[src/hw/rtl/rk4_pkg.sv]
// Shared types, constants and microcode program for the RK4 step unit.
// No dependencies; used by rk4_ode_step_unit and rk4_chk.
package rk4_pkg;

  localparam int DATA_WIDTH  = 32;
  localparam int FRAC_BITS   = 24;
  localparam int CNT_WIDTH   = 16;
  localparam int CFG_INDEX_W = 2;
  localparam int CFG_DATA_W  = DATA_WIDTH;

  typedef logic signed [DATA_WIDTH-1:0] fix_t;
  typedef logic [DATA_WIDTH-1:0]        mag_t;

  localparam fix_t FIX_MAX = fix_t'({1'b0, {(DATA_WIDTH-1){1'b1}}});
  localparam fix_t FIX_MIN = fix_t'({1'b1, {(DATA_WIDTH-1){1'b0}}});
  localparam fix_t FIX_ONE = fix_t'(1 << FRAC_BITS);

  localparam fix_t                 X_START_RST    = fix_t'(0);
  localparam fix_t                 Y_START_RST    = fix_t'(16777216);
  localparam fix_t                 STEP_SIZE_RST  = fix_t'(1677722);
  localparam logic [CNT_WIDTH-1:0] STEP_COUNT_RST = CNT_WIDTH'(10);

  // Rounded product magnitude and its saturation limits.
  localparam int MAG_W = 2 * DATA_WIDTH - FRAC_BITS + 1;
  localparam logic [MAG_W-1:0] MAG_LIM_NEG = MAG_W'(1) << (DATA_WIDTH - 1);
  localparam logic [MAG_W-1:0] MAG_LIM_POS = MAG_LIM_NEG - MAG_W'(1);

  // Divide by six as a multiply by ceil(2^(DW+2)/6) and a shift.
  localparam int   DIV6_SHIFT = DATA_WIDTH + 2;
  localparam mag_t DIV6_RECIP = mag_t'(((65'd1 << DIV6_SHIFT) + 65'd5) / 65'd6);
  localparam int   DIV6_Q_W   = 2 * DATA_WIDTH - DIV6_SHIFT;

  typedef enum logic [CFG_INDEX_W-1:0] {
    REG_X_START    = 2'd0,
    REG_Y_START    = 2'd1,
    REG_STEP_SIZE  = 2'd2,
    REG_STEP_COUNT = 2'd3
  } cfg_reg_t;

  typedef enum logic [3:0] {
    SRC_X, SRC_Y, SRC_H, SRC_ONE, SRC_XM, SRC_XB, SRC_T, SRC_U, SRC_K, SRC_S, SRC_V
  } src_t;

  typedef enum logic [3:0] {
    DST_NONE, DST_X, DST_Y, DST_XM, DST_XB, DST_T, DST_U, DST_K, DST_S, DST_V
  } dst_t;

  typedef enum logic [2:0] {
    ALU_NOP, ALU_ADD, ALU_HALF, ALU_MULQ, ALU_DIV6
  } alu_op_t;

  typedef enum logic [1:0] {
    MUL_NONE, MUL_PROD, MUL_DIV6
  } mul_op_t;

  typedef enum logic [1:0] {
    JMP_NEXT, JMP_IF_DONE, JMP_FINISH
  } jmp_t;

  typedef enum logic [0:0] {
    SEQ_IDLE, SEQ_RUN
  } seq_state_t;

  localparam int UCODE_LEN = 43;
  localparam int UPC_W     = $clog2(UCODE_LEN);
  localparam logic [UPC_W-1:0] UPC_FIN = UPC_W'(UCODE_LEN - 1);

  typedef struct packed {
    mul_op_t           mul_op;
    src_t              mul_a;
    src_t              mul_b;
    alu_op_t           alu_op;
    src_t              alu_a;
    src_t              alu_b;
    dst_t              dst;
    jmp_t              jmp;
    logic [UPC_W-1:0]  target;
    logic              cnt_inc;
  } ucode_t;

  // All working registers seen by the operand muxes.
  typedef struct packed {
    fix_t x, y, h, xm, xb, t, u, k, s, v;
  } bank_t;

  function automatic mag_t mag_of(input fix_t v);
    mag_t vu;
    vu = mag_t'(v);
    return vu[DATA_WIDTH-1] ? (~vu + mag_t'(1)) : vu;
  endfunction

  function automatic fix_t neg_if(input logic neg, input mag_t m);
    return neg ? fix_t'(~m + mag_t'(1)) : fix_t'(m);
  endfunction

  function automatic fix_t pick(input bank_t b, input src_t sel);
    fix_t r;
    case (sel)
      SRC_X:   r = b.x;
      SRC_Y:   r = b.y;
      SRC_H:   r = b.h;
      SRC_ONE: r = FIX_ONE;
      SRC_XM:  r = b.xm;
      SRC_XB:  r = b.xb;
      SRC_T:   r = b.t;
      SRC_U:   r = b.u;
      SRC_K:   r = b.k;
      SRC_S:   r = b.s;
      SRC_V:   r = b.v;
      default: r = '0;
    endcase
    return r;
  endfunction

  function automatic ucode_t uword(input mul_op_t mo, input src_t ma, input src_t mb,
                                   input alu_op_t ao, input src_t aa, input src_t ab,
                                   input dst_t d);
    ucode_t w;
    w.mul_op  = mo;
    w.mul_a   = ma;
    w.mul_b   = mb;
    w.alu_op  = ao;
    w.alu_a   = aa;
    w.alu_b   = ab;
    w.dst     = d;
    w.jmp     = JMP_NEXT;
    w.target  = '0;
    w.cnt_inc = 1'b0;
    return w;
  endfunction

  // Microcode program: one RK4 step. k1 lands in S, 2*k2 and 2*k3 in V.
  function automatic ucode_t ucode_word(input logic [UPC_W-1:0] upc);
    ucode_t w;
    w = uword(MUL_NONE, SRC_X, SRC_X, ALU_NOP, SRC_X, SRC_X, DST_NONE);
    case (int'(upc))
      0: begin
        w.jmp    = JMP_IF_DONE;
        w.target = UPC_FIN;
      end
      1:  w = uword(MUL_PROD, SRC_Y, SRC_Y, ALU_HALF, SRC_H, SRC_H, DST_XM);
      2:  w = uword(MUL_NONE, SRC_X, SRC_X, ALU_MULQ, SRC_X, SRC_X, DST_T);
      3:  w = uword(MUL_NONE, SRC_X, SRC_X, ALU_ADD, SRC_X, SRC_XM, DST_XM);
      4:  w = uword(MUL_NONE, SRC_X, SRC_X, ALU_ADD, SRC_ONE, SRC_X, DST_U);
      5:  w = uword(MUL_PROD, SRC_U, SRC_T, ALU_ADD, SRC_X, SRC_H, DST_XB);
      6:  w = uword(MUL_NONE, SRC_X, SRC_X, ALU_MULQ, SRC_X, SRC_X, DST_T);
      7:  w = uword(MUL_NONE, SRC_X, SRC_X, ALU_HALF, SRC_T, SRC_T, DST_S);
      8:  w = uword(MUL_PROD, SRC_H, SRC_S, ALU_NOP, SRC_X, SRC_X, DST_NONE);
      9:  w = uword(MUL_NONE, SRC_X, SRC_X, ALU_MULQ, SRC_X, SRC_X, DST_T);
      10: w = uword(MUL_NONE, SRC_X, SRC_X, ALU_HALF, SRC_T, SRC_T, DST_T);
      11: w = uword(MUL_NONE, SRC_X, SRC_X, ALU_ADD, SRC_Y, SRC_T, DST_T);
      12: w = uword(MUL_PROD, SRC_T, SRC_T, ALU_ADD, SRC_ONE, SRC_XM, DST_U);
      13: w = uword(MUL_NONE, SRC_X, SRC_X, ALU_MULQ, SRC_X, SRC_X, DST_T);
      14: w = uword(MUL_PROD, SRC_U, SRC_T, ALU_NOP, SRC_X, SRC_X, DST_NONE);
      15: w = uword(MUL_NONE, SRC_X, SRC_X, ALU_MULQ, SRC_X, SRC_X, DST_T);
      16: w = uword(MUL_NONE, SRC_X, SRC_X, ALU_HALF, SRC_T, SRC_T, DST_K);
      17: w = uword(MUL_PROD, SRC_H, SRC_K, ALU_ADD, SRC_K, SRC_K, DST_V);
      18: w = uword(MUL_NONE, SRC_X, SRC_X, ALU_MULQ, SRC_X, SRC_X, DST_T);
      19: w = uword(MUL_NONE, SRC_X, SRC_X, ALU_HALF, SRC_T, SRC_T, DST_T);
      20: w = uword(MUL_NONE, SRC_X, SRC_X, ALU_ADD, SRC_Y, SRC_T, DST_T);
      21: w = uword(MUL_PROD, SRC_T, SRC_T, ALU_ADD, SRC_ONE, SRC_XM, DST_U);
      22: w = uword(MUL_NONE, SRC_X, SRC_X, ALU_MULQ, SRC_X, SRC_X, DST_T);
      23: w = uword(MUL_PROD, SRC_U, SRC_T, ALU_ADD, SRC_S, SRC_V, DST_S);
      24: w = uword(MUL_NONE, SRC_X, SRC_X, ALU_MULQ, SRC_X, SRC_X, DST_T);
      25: w = uword(MUL_NONE, SRC_X, SRC_X, ALU_HALF, SRC_T, SRC_T, DST_K);
      26: w = uword(MUL_PROD, SRC_H, SRC_K, ALU_ADD, SRC_K, SRC_K, DST_V);
      27: w = uword(MUL_NONE, SRC_X, SRC_X, ALU_MULQ, SRC_X, SRC_X, DST_T);
      28: w = uword(MUL_NONE, SRC_X, SRC_X, ALU_ADD, SRC_Y, SRC_T, DST_T);
      29: w = uword(MUL_PROD, SRC_T, SRC_T, ALU_ADD, SRC_ONE, SRC_XB, DST_U);
      30: w = uword(MUL_NONE, SRC_X, SRC_X, ALU_MULQ, SRC_X, SRC_X, DST_T);
      31: w = uword(MUL_PROD, SRC_U, SRC_T, ALU_NOP, SRC_X, SRC_X, DST_NONE);
      32: w = uword(MUL_NONE, SRC_X, SRC_X, ALU_MULQ, SRC_X, SRC_X, DST_T);
      33: w = uword(MUL_NONE, SRC_X, SRC_X, ALU_HALF, SRC_T, SRC_T, DST_K);
      34: w = uword(MUL_NONE, SRC_X, SRC_X, ALU_ADD, SRC_V, SRC_K, DST_V);
      35: w = uword(MUL_NONE, SRC_X, SRC_X, ALU_ADD, SRC_S, SRC_V, DST_S);
      36: w = uword(MUL_PROD, SRC_S, SRC_H, ALU_NOP, SRC_X, SRC_X, DST_NONE);
      37: w = uword(MUL_NONE, SRC_X, SRC_X, ALU_MULQ, SRC_X, SRC_X, DST_T);
      38: w = uword(MUL_DIV6, SRC_T, SRC_T, ALU_NOP, SRC_X, SRC_X, DST_NONE);
      39: w = uword(MUL_NONE, SRC_X, SRC_X, ALU_DIV6, SRC_X, SRC_X, DST_T);
      40: w = uword(MUL_NONE, SRC_X, SRC_X, ALU_ADD, SRC_Y, SRC_T, DST_Y);
      41: begin
        w = uword(MUL_NONE, SRC_X, SRC_X, ALU_ADD, SRC_X, SRC_H, DST_X);
        w.cnt_inc = 1'b1;
      end
      default: w.jmp = JMP_FINISH;
    endcase
    return w;
  endfunction

endpackage

[src/hw/rtl/rk4_ode_step_unit.sv]
// Stepping item: runs the microcode program from accept to result valid; held
// item (count reached): jumps to the finish word. No new item is taken until then.
// The pace is set by the single shared 32x32 multiplier and the one ALU operation
// per microcode word (43-word program, one word per cycle unless held at finish).
// Synchronous active-high reset: loads register defaults and the start point.
// Depends on rk4_pkg.
module rk4_ode_step_unit (
  input  logic                                clk,
  input  logic                                rst,
  // configuration write port
  input  logic                                cfg_we,
  input  logic [rk4_pkg::CFG_INDEX_W-1:0]     cfg_index,
  input  logic [rk4_pkg::CFG_DATA_W-1:0]      cfg_data,
  // input item channel
  input  logic                                in_valid,
  output logic                                in_stall,
  input  logic                                restart,
  // result item channel
  output logic                                out_valid,
  input  logic                                out_stall,
  output logic [rk4_pkg::CNT_WIDTH-1:0]       step_index,
  output rk4_pkg::fix_t                       x_value,
  output rk4_pkg::fix_t                       y_value,
  output logic                                last_step,
  output logic                                overflow
);
  import rk4_pkg::*;

  localparam int DW = DATA_WIDTH;

  // Configuration registers. They reach the state only through a restart,
  // except step size and count, which are read live during a step.
  fix_t                 x_start;
  fix_t                 y_start;
  fix_t                 step_size;
  logic [CNT_WIDTH-1:0] step_count;

  // Integrator state.
  fix_t                 x_now;
  fix_t                 y_now;
  logic [CNT_WIDTH-1:0] steps_done;
  logic                 sat;

  // Working registers: midpoint x, end x, temporaries, slope, sum halves.
  fix_t xm, xb, t, u, k, s, v;

  // Shared multiplier: magnitude product and sign of the result.
  logic [2*DW-1:0] prod;
  logic            psign;

  // Sequencer.
  seq_state_t       state, state_next;
  logic [UPC_W-1:0] upc, upc_next;
  ucode_t           uw;
  logic             run;
  logic             done;
  logic             in_accept;
  logic             fin_fire;

  // Datapath signals.
  bank_t                 bank;
  fix_t                  mul_a, mul_b;
  mag_t                  mpa, mpb;
  logic                  mneg;
  fix_t                  alu_a, alu_b;
  logic [DW:0]           add_sum;
  logic                  add_sat;
  logic [DW:0]           half_inc;
  logic [2*DW:0]         rnd;
  logic [MAG_W-1:0]      rnd_mag;
  logic                  mulq_sat;
  logic [DIV6_Q_W-1:0]   div_q;
  fix_t                  alu_res;
  logic                  alu_sat;

  assign uw   = ucode_word(upc);
  assign run  = (state == SEQ_RUN);
  assign done = (steps_done >= step_count);

  // ---------------------------------------------------------------------
  // Sequencer next state: dispatch, conditional jump to the finish word
  // when the count is already reached, and hold at finish while the
  // output register is still occupied and stalled.
  // ---------------------------------------------------------------------
  always_comb begin
    state_next = state;
    upc_next   = upc;
    case (state)
      SEQ_IDLE: begin
        if (in_valid) begin
          state_next = SEQ_RUN;
          upc_next   = '0;
        end
      end
      SEQ_RUN: begin
        case (uw.jmp)
          JMP_NEXT:    upc_next = upc + UPC_W'(1);
          JMP_IF_DONE: upc_next = done ? uw.target : upc + UPC_W'(1);
          JMP_FINISH: begin
            if (!(out_valid && out_stall)) begin
              state_next = SEQ_IDLE;
            end
          end
          default:     upc_next = upc;
        endcase
      end
      default: state_next = SEQ_IDLE;
    endcase
  end

  // Sequencer outputs: take an item only while idle; deliver at finish.
  always_comb begin
    in_stall  = rst || (state != SEQ_IDLE);
    in_accept = in_valid && !in_stall;
    fin_fire  = run && (uw.jmp == JMP_FINISH) && !(out_valid && out_stall);
  end

  // ---------------------------------------------------------------------
  // Operand muxes and the multiplier input stage. A divide-by-six pass
  // multiplies (|a| + 3) by the reciprocal; the quotient is the top bits.
  // ---------------------------------------------------------------------
  always_comb begin
    bank = '{x: x_now, y: y_now, h: step_size, xm: xm, xb: xb,
             t: t, u: u, k: k, s: s, v: v};
    mul_a = pick(bank, uw.mul_a);
    mul_b = pick(bank, uw.mul_b);
    alu_a = pick(bank, uw.alu_a);
    alu_b = pick(bank, uw.alu_b);
    mpa   = mag_of(mul_a);
    mpb   = mag_of(mul_b);
    mneg  = mul_a[DW-1] ^ mul_b[DW-1];
    if (uw.mul_op == MUL_DIV6) begin
      mpa  = mag_of(mul_a) + mag_t'(3);
      mpb  = DIV6_RECIP;
      mneg = mul_a[DW-1];
    end
  end

  // ---------------------------------------------------------------------
  // ALU: saturating add, rounded halving, rounded product with saturation
  // (ties away from zero on the magnitude), and the divide-by-six result.
  // ---------------------------------------------------------------------
  always_comb begin
    add_sum  = {alu_a[DW-1], alu_a} + {alu_b[DW-1], alu_b};
    add_sat  = add_sum[DW] ^ add_sum[DW-1];
    half_inc = {1'b0, mag_of(alu_a)} + (DW+1)'(1);
    rnd      = {1'b0, prod} + ((2*DW+1)'(1) << (FRAC_BITS - 1));
    rnd_mag  = rnd[2*DW:FRAC_BITS];
    mulq_sat = psign ? (rnd_mag > MAG_LIM_NEG) : (rnd_mag > MAG_LIM_POS);
    div_q    = prod[2*DW-1:DIV6_SHIFT];
    alu_res  = '0;
    alu_sat  = 1'b0;
    case (uw.alu_op)
      ALU_ADD: begin
        alu_sat = add_sat;
        alu_res = add_sat ? (add_sum[DW] ? FIX_MIN : FIX_MAX) : fix_t'(add_sum[DW-1:0]);
      end
      ALU_HALF: begin
        alu_res = neg_if(alu_a[DW-1], half_inc[DW:1]);
      end
      ALU_MULQ: begin
        alu_sat = mulq_sat;
        alu_res = mulq_sat ? (psign ? FIX_MIN : FIX_MAX) : neg_if(psign, rnd_mag[DW-1:0]);
      end
      ALU_DIV6: begin
        alu_res = neg_if(psign, mag_t'(div_q));
      end
      default: alu_res = '0;
    endcase
  end

  // ---------------------------------------------------------------------
  // Control, configuration and integrator state.
  // ---------------------------------------------------------------------
  always_ff @(posedge clk) begin
    if (rst) begin
      state      <= SEQ_IDLE;
      upc        <= '0;
      out_valid  <= 1'b0;
      x_start    <= X_START_RST;
      y_start    <= Y_START_RST;
      step_size  <= STEP_SIZE_RST;
      step_count <= STEP_COUNT_RST;
      x_now      <= X_START_RST;
      y_now      <= Y_START_RST;
      steps_done <= '0;
      sat        <= 1'b0;
    end else begin
      state     <= state_next;
      upc       <= upc_next;
      // hold a result until taken; a new one may replace it on the same edge
      out_valid <= fin_fire || (out_valid && out_stall);

      if (cfg_we) begin
        case (cfg_reg_t'(cfg_index))
          REG_X_START:    x_start    <= fix_t'(cfg_data);
          REG_Y_START:    y_start    <= fix_t'(cfg_data);
          REG_STEP_SIZE:  step_size  <= fix_t'(cfg_data);
          REG_STEP_COUNT: step_count <= cfg_data[CNT_WIDTH-1:0];
          default: ;
        endcase
      end

      if (in_accept) begin
        // clear the per-step overflow flag; reload the start point on restart
        sat <= 1'b0;
        if (restart) begin
          x_now      <= x_start;
          y_now      <= y_start;
          steps_done <= '0;
        end
      end else if (run) begin
        sat <= sat | alu_sat;
        if (uw.dst == DST_X) x_now <= alu_res;
        if (uw.dst == DST_Y) y_now <= alu_res;
        if (uw.cnt_inc) steps_done <= steps_done + CNT_WIDTH'(1);
      end
    end
  end

  // Working registers and the product register.
  always_ff @(posedge clk) begin
    if (run) begin
      if (uw.mul_op != MUL_NONE) begin
        prod  <= (2*DW)'(mpa) * (2*DW)'(mpb);
        psign <= mneg;
      end
      case (uw.dst)
        DST_XM:  xm <= alu_res;
        DST_XB:  xb <= alu_res;
        DST_T:   t  <= alu_res;
        DST_U:   u  <= alu_res;
        DST_K:   k  <= alu_res;
        DST_S:   s  <= alu_res;
        DST_V:   v  <= alu_res;
        default: ;
      endcase
    end
  end

  // Output register: capture the finished state at the finish word.
  always_ff @(posedge clk) begin
    if (fin_fire) begin
      step_index <= steps_done;
      x_value    <= x_now;
      y_value    <= y_now;
      last_step  <= done;
      overflow   <= sat;
    end
  end

endmodule

[config.mk]
export PLATFORM = sky130hd
export DESIGN_NAME = rk4_ode_step_unit
export DESIGN_NICKNAME = d
export VERILOG_FILES = /design/src/hw/rtl/rk4_pkg.sv /design/src/hw/rtl/rk4_ode_step_unit.sv
export SDC_FILE = /design/constraint.sdc
export NUM_CORES = 2
export LEC_CHECK = 0
export ABC_AREA = 0
export BUFFER_PORTS_ARGS = -buffer_cell sky130_fd_sc_hd__buf_4
export CORE_UTILIZATION = 51
export CTS_BUF_LIST = sky130_fd_sc_hd__clkbuf_4 sky130_fd_sc_hd__clkbuf_8
export DETAILED_ROUTE_END_ITERATION = 8
export PLACE_DENSITY_LB_ADDON = 0.3
export SLEW_MARGIN = 20
export SYNTH_ARGS = -nofsm -noshare
export SYNTH_HDL_FRONTEND = slang
export SYNTH_SLANG_ARGS = --single-unit
[constraint.sdc]
create_clock -name clk -period 12.62 [get_ports clk]
set_input_delay 1.262 -clock clk [delete_from_list [all_inputs] [get_ports clk]]
set_output_delay 1.262 -clock clk [all_outputs]
set_load 0.02 [all_outputs]
# [Yosys cells after proc, flatten, opt, wreduce, memory -nomap -nowiden]
# Cells that the tools add are included.
[totals] out_inout_bits=84 rom_bits=0 input_bits=40 n_memories=0 latch_bits=0 ff_bits=572 mem_bits_rw=0
[classes] addsub=12 shift=0 n_div=0 mux=44 mul=1 order_cmp=3 n_reduce_logical=45 bitwise=10 eq_ne=103
[op_table] operator="32-bit case mux with 11 select lines" n=4
[op_table] operator="32-bit 2-to-1 mux" n=20
[op_table] operator="25-bit case mux with 22 select lines" n=1
[op_table] operator="32-bit by 1-bit adder with 32-bit output (second input constant)" n=6
[op_table] operator="32-bit inverter" n=5
[op_table] operator="32-bit case mux with 4 select lines" n=1
[op_table] operator="6-bit by 5-bit equality test with 1-bit output (second input constant)" n=16
[op_table] operator="4-bit by 3-bit equality test with 1-bit output (second input constant)" n=20
[op_table] operator="64-bit by 24-bit adder with 65-bit output (second input constant)" n=1
[op_table] operator="32-bit by 32-bit multiplier with 64-bit output" n=1
[op_table] operator="16-bit 2-to-1 mux" n=4
[op_table] operator="6-bit equality test (second input constant)" n=10
[op_table] operator="4-bit equality test (second input constant)" n=14
[op_table] operator="6-bit by 4-bit equality test with 1-bit output (second input constant)" n=8
[op_table] operator="41-bit by 31-bit > comparator with 1-bit output (second input constant)" n=1
[op_table] operator="41-bit by 32-bit > comparator with 1-bit output (second input constant)" n=1
[op_table] operator="41-bit OR reduction" n=1
[op_table] operator="4-bit by 2-bit equality test with 1-bit output (second input constant)" n=10
[op_table] operator="32-bit by 1-bit adder with 33-bit output (second input constant)" n=1
[op_table] operator="32-bit by 32-bit adder with 33-bit output" n=1
[op_table] operator="32-bit by 2-bit adder with 32-bit output (second input constant)" n=1
[op_table] operator="30-bit inverter with 32-bit output" n=1
[op_table] operator="2-bit AND reduction" n=13
[op_table] operator="6-bit by 3-bit equality test with 1-bit output (second input constant)" n=4
[op_table] operator="32 further kinds" n=73

# [Depth between registers and ports, before layout]
[depth] word_depth=16 depth_mapped=60 mapped_depth_nobuf=54

# [Worst setup path after synthesis]
# No wires, ideal clock.
[synth_timing] kind="reg-to-reg" startpoint="register upc[0]" endpoint="register prod[57] (data pin)" synth_period_minus_slack_ns=13.242 n_path_buf=7 path_stages_with_launch=56 arrival_time_ns=12.984 setup_slack_ns=-0.622 path_cell_list="dfxtp_1 -> ha_1 -> buf_1 -> clkbuf_1 -> mux2i_1 -> o22ai_1 -> buf_2 -> buf_2 -> nor3_1 -> o21a_1 -> nor3_1 -> clkbuf_1 -> clkbuf_1 -> ha_1 -> nand4_1 -> nor3_1 -> a21oi_1 -> xor2_1 -> [... 20 more ...] -> a21o_1 -> a21o_1 -> a21o_1 -> a21o_1 -> a21oi_1 -> o21bai_1 -> a221oi_1 -> o21ai_0 -> a21o_1 -> a211o_1 -> nand3_1 -> o21bai_1 -> a31o_2 -> a31oi_1 -> o21ba_2 -> o31ai_1 -> a21o_1 -> xor2_1"
[synth_via] elab_chain_cells=11 elab_cells_between_ends=84 classes_between="add/sub (3); mul (1); eq/ne (62); mux (7); bitwise (2); reduce/logical (9)"
[synth_rtl] element="from (decl)" line_no="rk4_ode_step_unit.sv:53" text="logic [UPC_W-1:0] upc, upc_next;"
[synth_rtl] element="from (signal assigned)" line_no="rk4_ode_step_unit.sv:190" text="upc <= upc_next;"
[synth_rtl] element="6-bit equality test (tied with other cells)" line_no="rk4_pkg.sv:136" text="case (int'(upc))"
[synth_rtl] element="12-bit OR reduction (no line) (tied with other cells)"
[synth_rtl] element="25-bit case mux with 22 select lines (*)" line_no="rk4_pkg.sv:136"
[synth_rtl] element="4-bit equality test (tied with other cells)" line_no="rk4_pkg.sv:98" text="case (sel)"
[synth_rtl] element="32-bit case mux with 11 select lines" line_no="rk4_pkg.sv:98"
[synth_rtl] element="32-bit inverter" line_no="rk4_pkg.sv:89" text="return vu[DATA_WIDTH-1] ? (~vu + mag_t'(1)) : vu;"
[synth_rtl] element="32-bit by 1-bit adder with 32-bit output" line_no="rk4_pkg.sv:89"
[synth_rtl] element="32-bit 2-to-1 mux" line_no="rk4_pkg.sv:89"
[synth_rtl] element="32-bit by 2-bit adder with 32-bit output" line_no="rk4_ode_step_unit.sv:133" text="mpa = mag_of(mul_a) + mag_t'(3);"
[synth_rtl] element="32-bit 2-to-1 mux" line_no="rk4_ode_step_unit.sv:132" text="if (uw.mul_op == MUL_DIV6) begin"
[synth_rtl] element="32-bit by 32-bit multiplier with 64-bit output (*)" line_no="rk4_ode_step_unit.sv:225" text="prod <= (2*DW)'(mpa) * (2*DW)'(mpb);"
[synth_rtl] element="to (signal assigned)" line_no="rk4_ode_step_unit.sv:225"
[synth_rtl] element="to (decl)" line_no="rk4_ode_step_unit.sv:48" text="logic [2*DW-1:0] prod;"
# Mark *: on every way between the ends. The rest lies on a longest branch, timed or not.
# A chain may end at the register's enable or synchronous reset.

# [Worst setup path in the final report]
[layout_timing] startpoint="register upc[0]" endpoint="register prod[62] (data pin)"
# The elaborated chain is that of the path after synthesis.

==> results_dict.tcl <==
set metrics [dict create \
    status "complete, but fails checks" \
    violations "design-rule violations" \
    grt_util_all_layers_pct 38.5 \
    p_total_mw 4.69 \
    worstSetupStartpointType "register" \
    syn-cell-area_mm2 0.0668 \
    swShare_pct 33.4 \
    synth.distinct_cells 109 \
    post_dp_cell_area_mm2 0.0733 \
    ys.warnings.count 0 \
    cts_buffers 88 \
    cp_common_cell "fa_1" \
    drtAntennaViolNets 0 \
    pwr-share-seq_pct 41.9 \
    stdcell_count 9834 \
    grt_max_degree 70 \
    use_met1_pct 52.0 \
    die_w_um 364 \
    grt_use_met2_pct 56.2 \
    area_growth_syn_to_layout_pct 13.9 \
    die_h_um 364 \
    cellPowerDensity_mw_per_mm2 61.6 \
    place_worst_setup_slack_ns -0.421 \
    synth_seq_area_share_pct 21.7 \
    ios 124 \
    worst_slew_pin_slew_ns 1.30 \
    cts_buffer_depth 3 \
    root_buffer "clkbuf_8" \
    viasPerCell 6.24 \
    ys_ff_latch 549 \
    grt_overflow 0 \
    wl_per_cell_um 26.0 \
    fin_crit_ns 12.41 \
    synth_ff_type "edfxtp_1" \
    dpl.cell_count 9637 \
    port_buffers 123 \
    drive_above_1_share_pct 14.5 \
    finish.instance_area_mm2 0.0762 \
    cap_violations 0 \
    num_vias 61400 \
    nNetsFinal 9276 \
    rows 132 \
    min_period_over_period_pct 98.3 \
    cts_tree "yes" \
    crit_family "adder cells" \
    setup_viol 0 \
    p_clk_share_pct 35.4 \
    critPathMaxStageDelay_ns 0.55 \
    path_clk_slew_ns 0.06 \
    multi_input_area_mm2 0.0476 \
    r2r_start "upc[0]" \
    drc 74 \
    grt_busiest_layer "met2" \
    dr.pass1.iters 9 \
    cts_hold_buffers 0 \
    grt_setup_unrepaired "true" \
    synthesis.nets 8899 \
    worstPathMaxFanout 9 \
    pwr-share-comb_pct 22.6 \
    htree_levels 3 \
    grt_use_met3_pct 10.3 \
    start_util_pct 51.5 \
    slew_headroom_pct 13.2 \
    seqCellArea_mm2 0.0145 \
    worstHoldStart "y_start[21]" \
    clock_latency_ns 0.78 \
    synthArstFlopShare_pct 0 \
    gp_congestion 1.04 \
    startpoint "upc[0]" \
    p_leak_nw 33.8 \
    fill_cells 11500 \
    slew_violations 0 \
    hpwlAfterDp_mm 201 \
    cp.arrival_ns 12.93 \
    core_mm2 0.130 \
    grt_pass1_wl_mm 379 \
    path_class "reg2reg" \
    synth-edff-count 348 \
    first_iter_violations 8545 \
    worst_path_max_delay_cell "fa_1" \
    hold_class "reg2reg" \
    ir_worst_vdd_v 0.0000836 \
    cts_num_sinks 549 \
    die_area_mm2 0.133 \
    skew_ns 0.0640 \
    cp-end-kind "register" \
    critPathBufInv 14 \
    p_switching_mw 1.56 \
    holdWs_ns 0.451 \
    routed_wl_mm 256 \
    max_freq_mhz 80.6 \
    syn_avg_cell_area_um2 8.75 \
    utilization_pct 58.7 \
    syn_inst 7639 \
    worstPathRequired_ns 13.14 \
    layout_setup_ws_ns 0.215 \
    grt_pass1_vias 60400 \
    final.setup.tns_ns 0 \
    hold_viol 0 \
    cellInternalPower_mw 3.13 \
    antenna_found_initial 5 \
]
==> sequential cells by signal (all words and copies together), names as in the netlist, 32 cells and up <==
name and count:
k 32, xm 32, xb 32, v 32, x_value 32, y_value 32
step_size 32, u 32, prod 41, y_now 32, y_start 32, t 32
x_now 32, x_start 32, s 32
==> cell usage in the layout (no fill, tap or decap), types with 22 or more instances in the layout <==
cell,synthesis,layout
o31ai_1,44,42
or2_2,28,28
inv_1,1076,1068
edfxtp_1,348,348
nor2_2,1,25
a31oi_1,70,66
dfxtp_1,201,195
clkbuf_8,0,94
o22ai_1,25,22
ha_1,324,314
nor3_1,97,89
a22o_1,23,22
a21o_1,65,64
a22oi_1,90,90
nand2_1,1074,1071
clkbuf_4,0,25
and3_1,55,52
o211ai_1,60,60
mux2i_1,34,32
xnor2_1,239,221
a222oi_1,96,96
xor2_1,132,123
and4_1,27,26
nor4_1,36,30
nand4_1,46,46
fa_1,896,890
o21ai_0,182,173
a211oi_1,31,27
nor2_1,785,751
or3_1,40,38
buf_12,0,25
nand3_1,206,201
and2_1,54,53
a21oi_1,320,311
buf_4,5,691
nand2b_1,47,47
o21ai_1,19,25
==> logic make-up after synthesis <==
kind of cell,Yosys count,share of synthesized area [%]
xor+xnor,372,4.89
buf+inv,1536,8.76
mux,54,0.846
fa+ha+maj,1220,32.9
flops,549,21.7
simple gates,2631,17.7
compound gates,1277,13.3
==> layout make-up <==
class / count / share of cell area, %
clock buffers: 119 / 1.95
flip-flops and latches: 549 / 19.0
diodes: 2 / 0.00657
repair buffers: 738 / 7.80
inverters: 1085 / 5.35
clock inverters: 45 / 0.481
multi-input cells: 5554 / 62.5
well taps: 1742 / 2.86
==> layer usage <==
layer | routed length (um) | share of wire [%] | up-vias
met4 | 17100 | 6.7 | 6
met5 | 31 | 0.012 | -
li1 | - | - | 26100
met3 | 32600 | 13 | 869
met2 | 108000 | 42 | 3997
met1 | 98200 | 38 | 30400
==> worst reg2reg max path, delay by kind of cell, from the launching register on <==
family,cells,cell delay (ns)
xor gates and xnor gates,2,0.34
AOI/OAI and AO/OA,19,3.95
muxes,1,0.30
buffers and inverters,14,1.48
adders and majority gates,11,4.41
and+or+nand+nor,8,1.29
DFF,1,0.39
==> synthesized netlist by cell type, types with 46 or more instances <==
cell type / count / area, um2
edfxtp_1: 348 / 10500
nand3_1: 206 / 1030
o211ai_1: 60 / 450
dfxtp_1: 201 / 4020
o21ai_0: 182 / 911
nor3_1: 97 / 485
clkbuf_1: 386 / 1450
a21o_1: 65 / 488
and3_1: 55 / 344
and2_1: 54 / 338
a222oi_1: 96 / 961
ha_1: 324 / 4050
nand2b_1: 47 / 294
nor2_1: 785 / 2950
fa_1: 896 / 17900
nand2_1: 1074 / 4030
xnor2_1: 239 / 2090
a21oi_1: 320 / 1600
xor2_1: 132 / 1160
nand4_1: 46 / 288
inv_1: 1076 / 4040
a22oi_1: 90 / 676
a31oi_1: 70 / 438
==> repair_timing <==
| item | 4_1_cts | 5_1_grt |
|---|---|---|
| endpoints found under the setup margin | 19 | 22 |
| gates cloned | 0 | 1 |
| buffers inserted | 0 | 30 |
| pin swaps | 1 | 93 |
| resized for setup | 16 | 154 |
==> power groups by stage <==
stage	Sequential (mW)	Clock, mW	Combinational, mW
final	1.97	1.66	1.06
after global routing	1.97	1.74	1.11
after CTS	1.96	1.66	1.00
after detailed placement	2.00	0	0.995
after global placement	2.00	0	0.983
after floorplan	2.00	0	0.549
==> final timing paths <==
path | cells after the start | endpoint | slack, ns
worst min-delay path | 2 | y_start[21] | 0.45
worst min register to register | 2 | y_start[21] | 0.45
worst max-delay path | 55 | prod[62] | 0.21
worst max register to register | 55 | prod[62] | 0.21
Power figures use the tool's default switching activity.
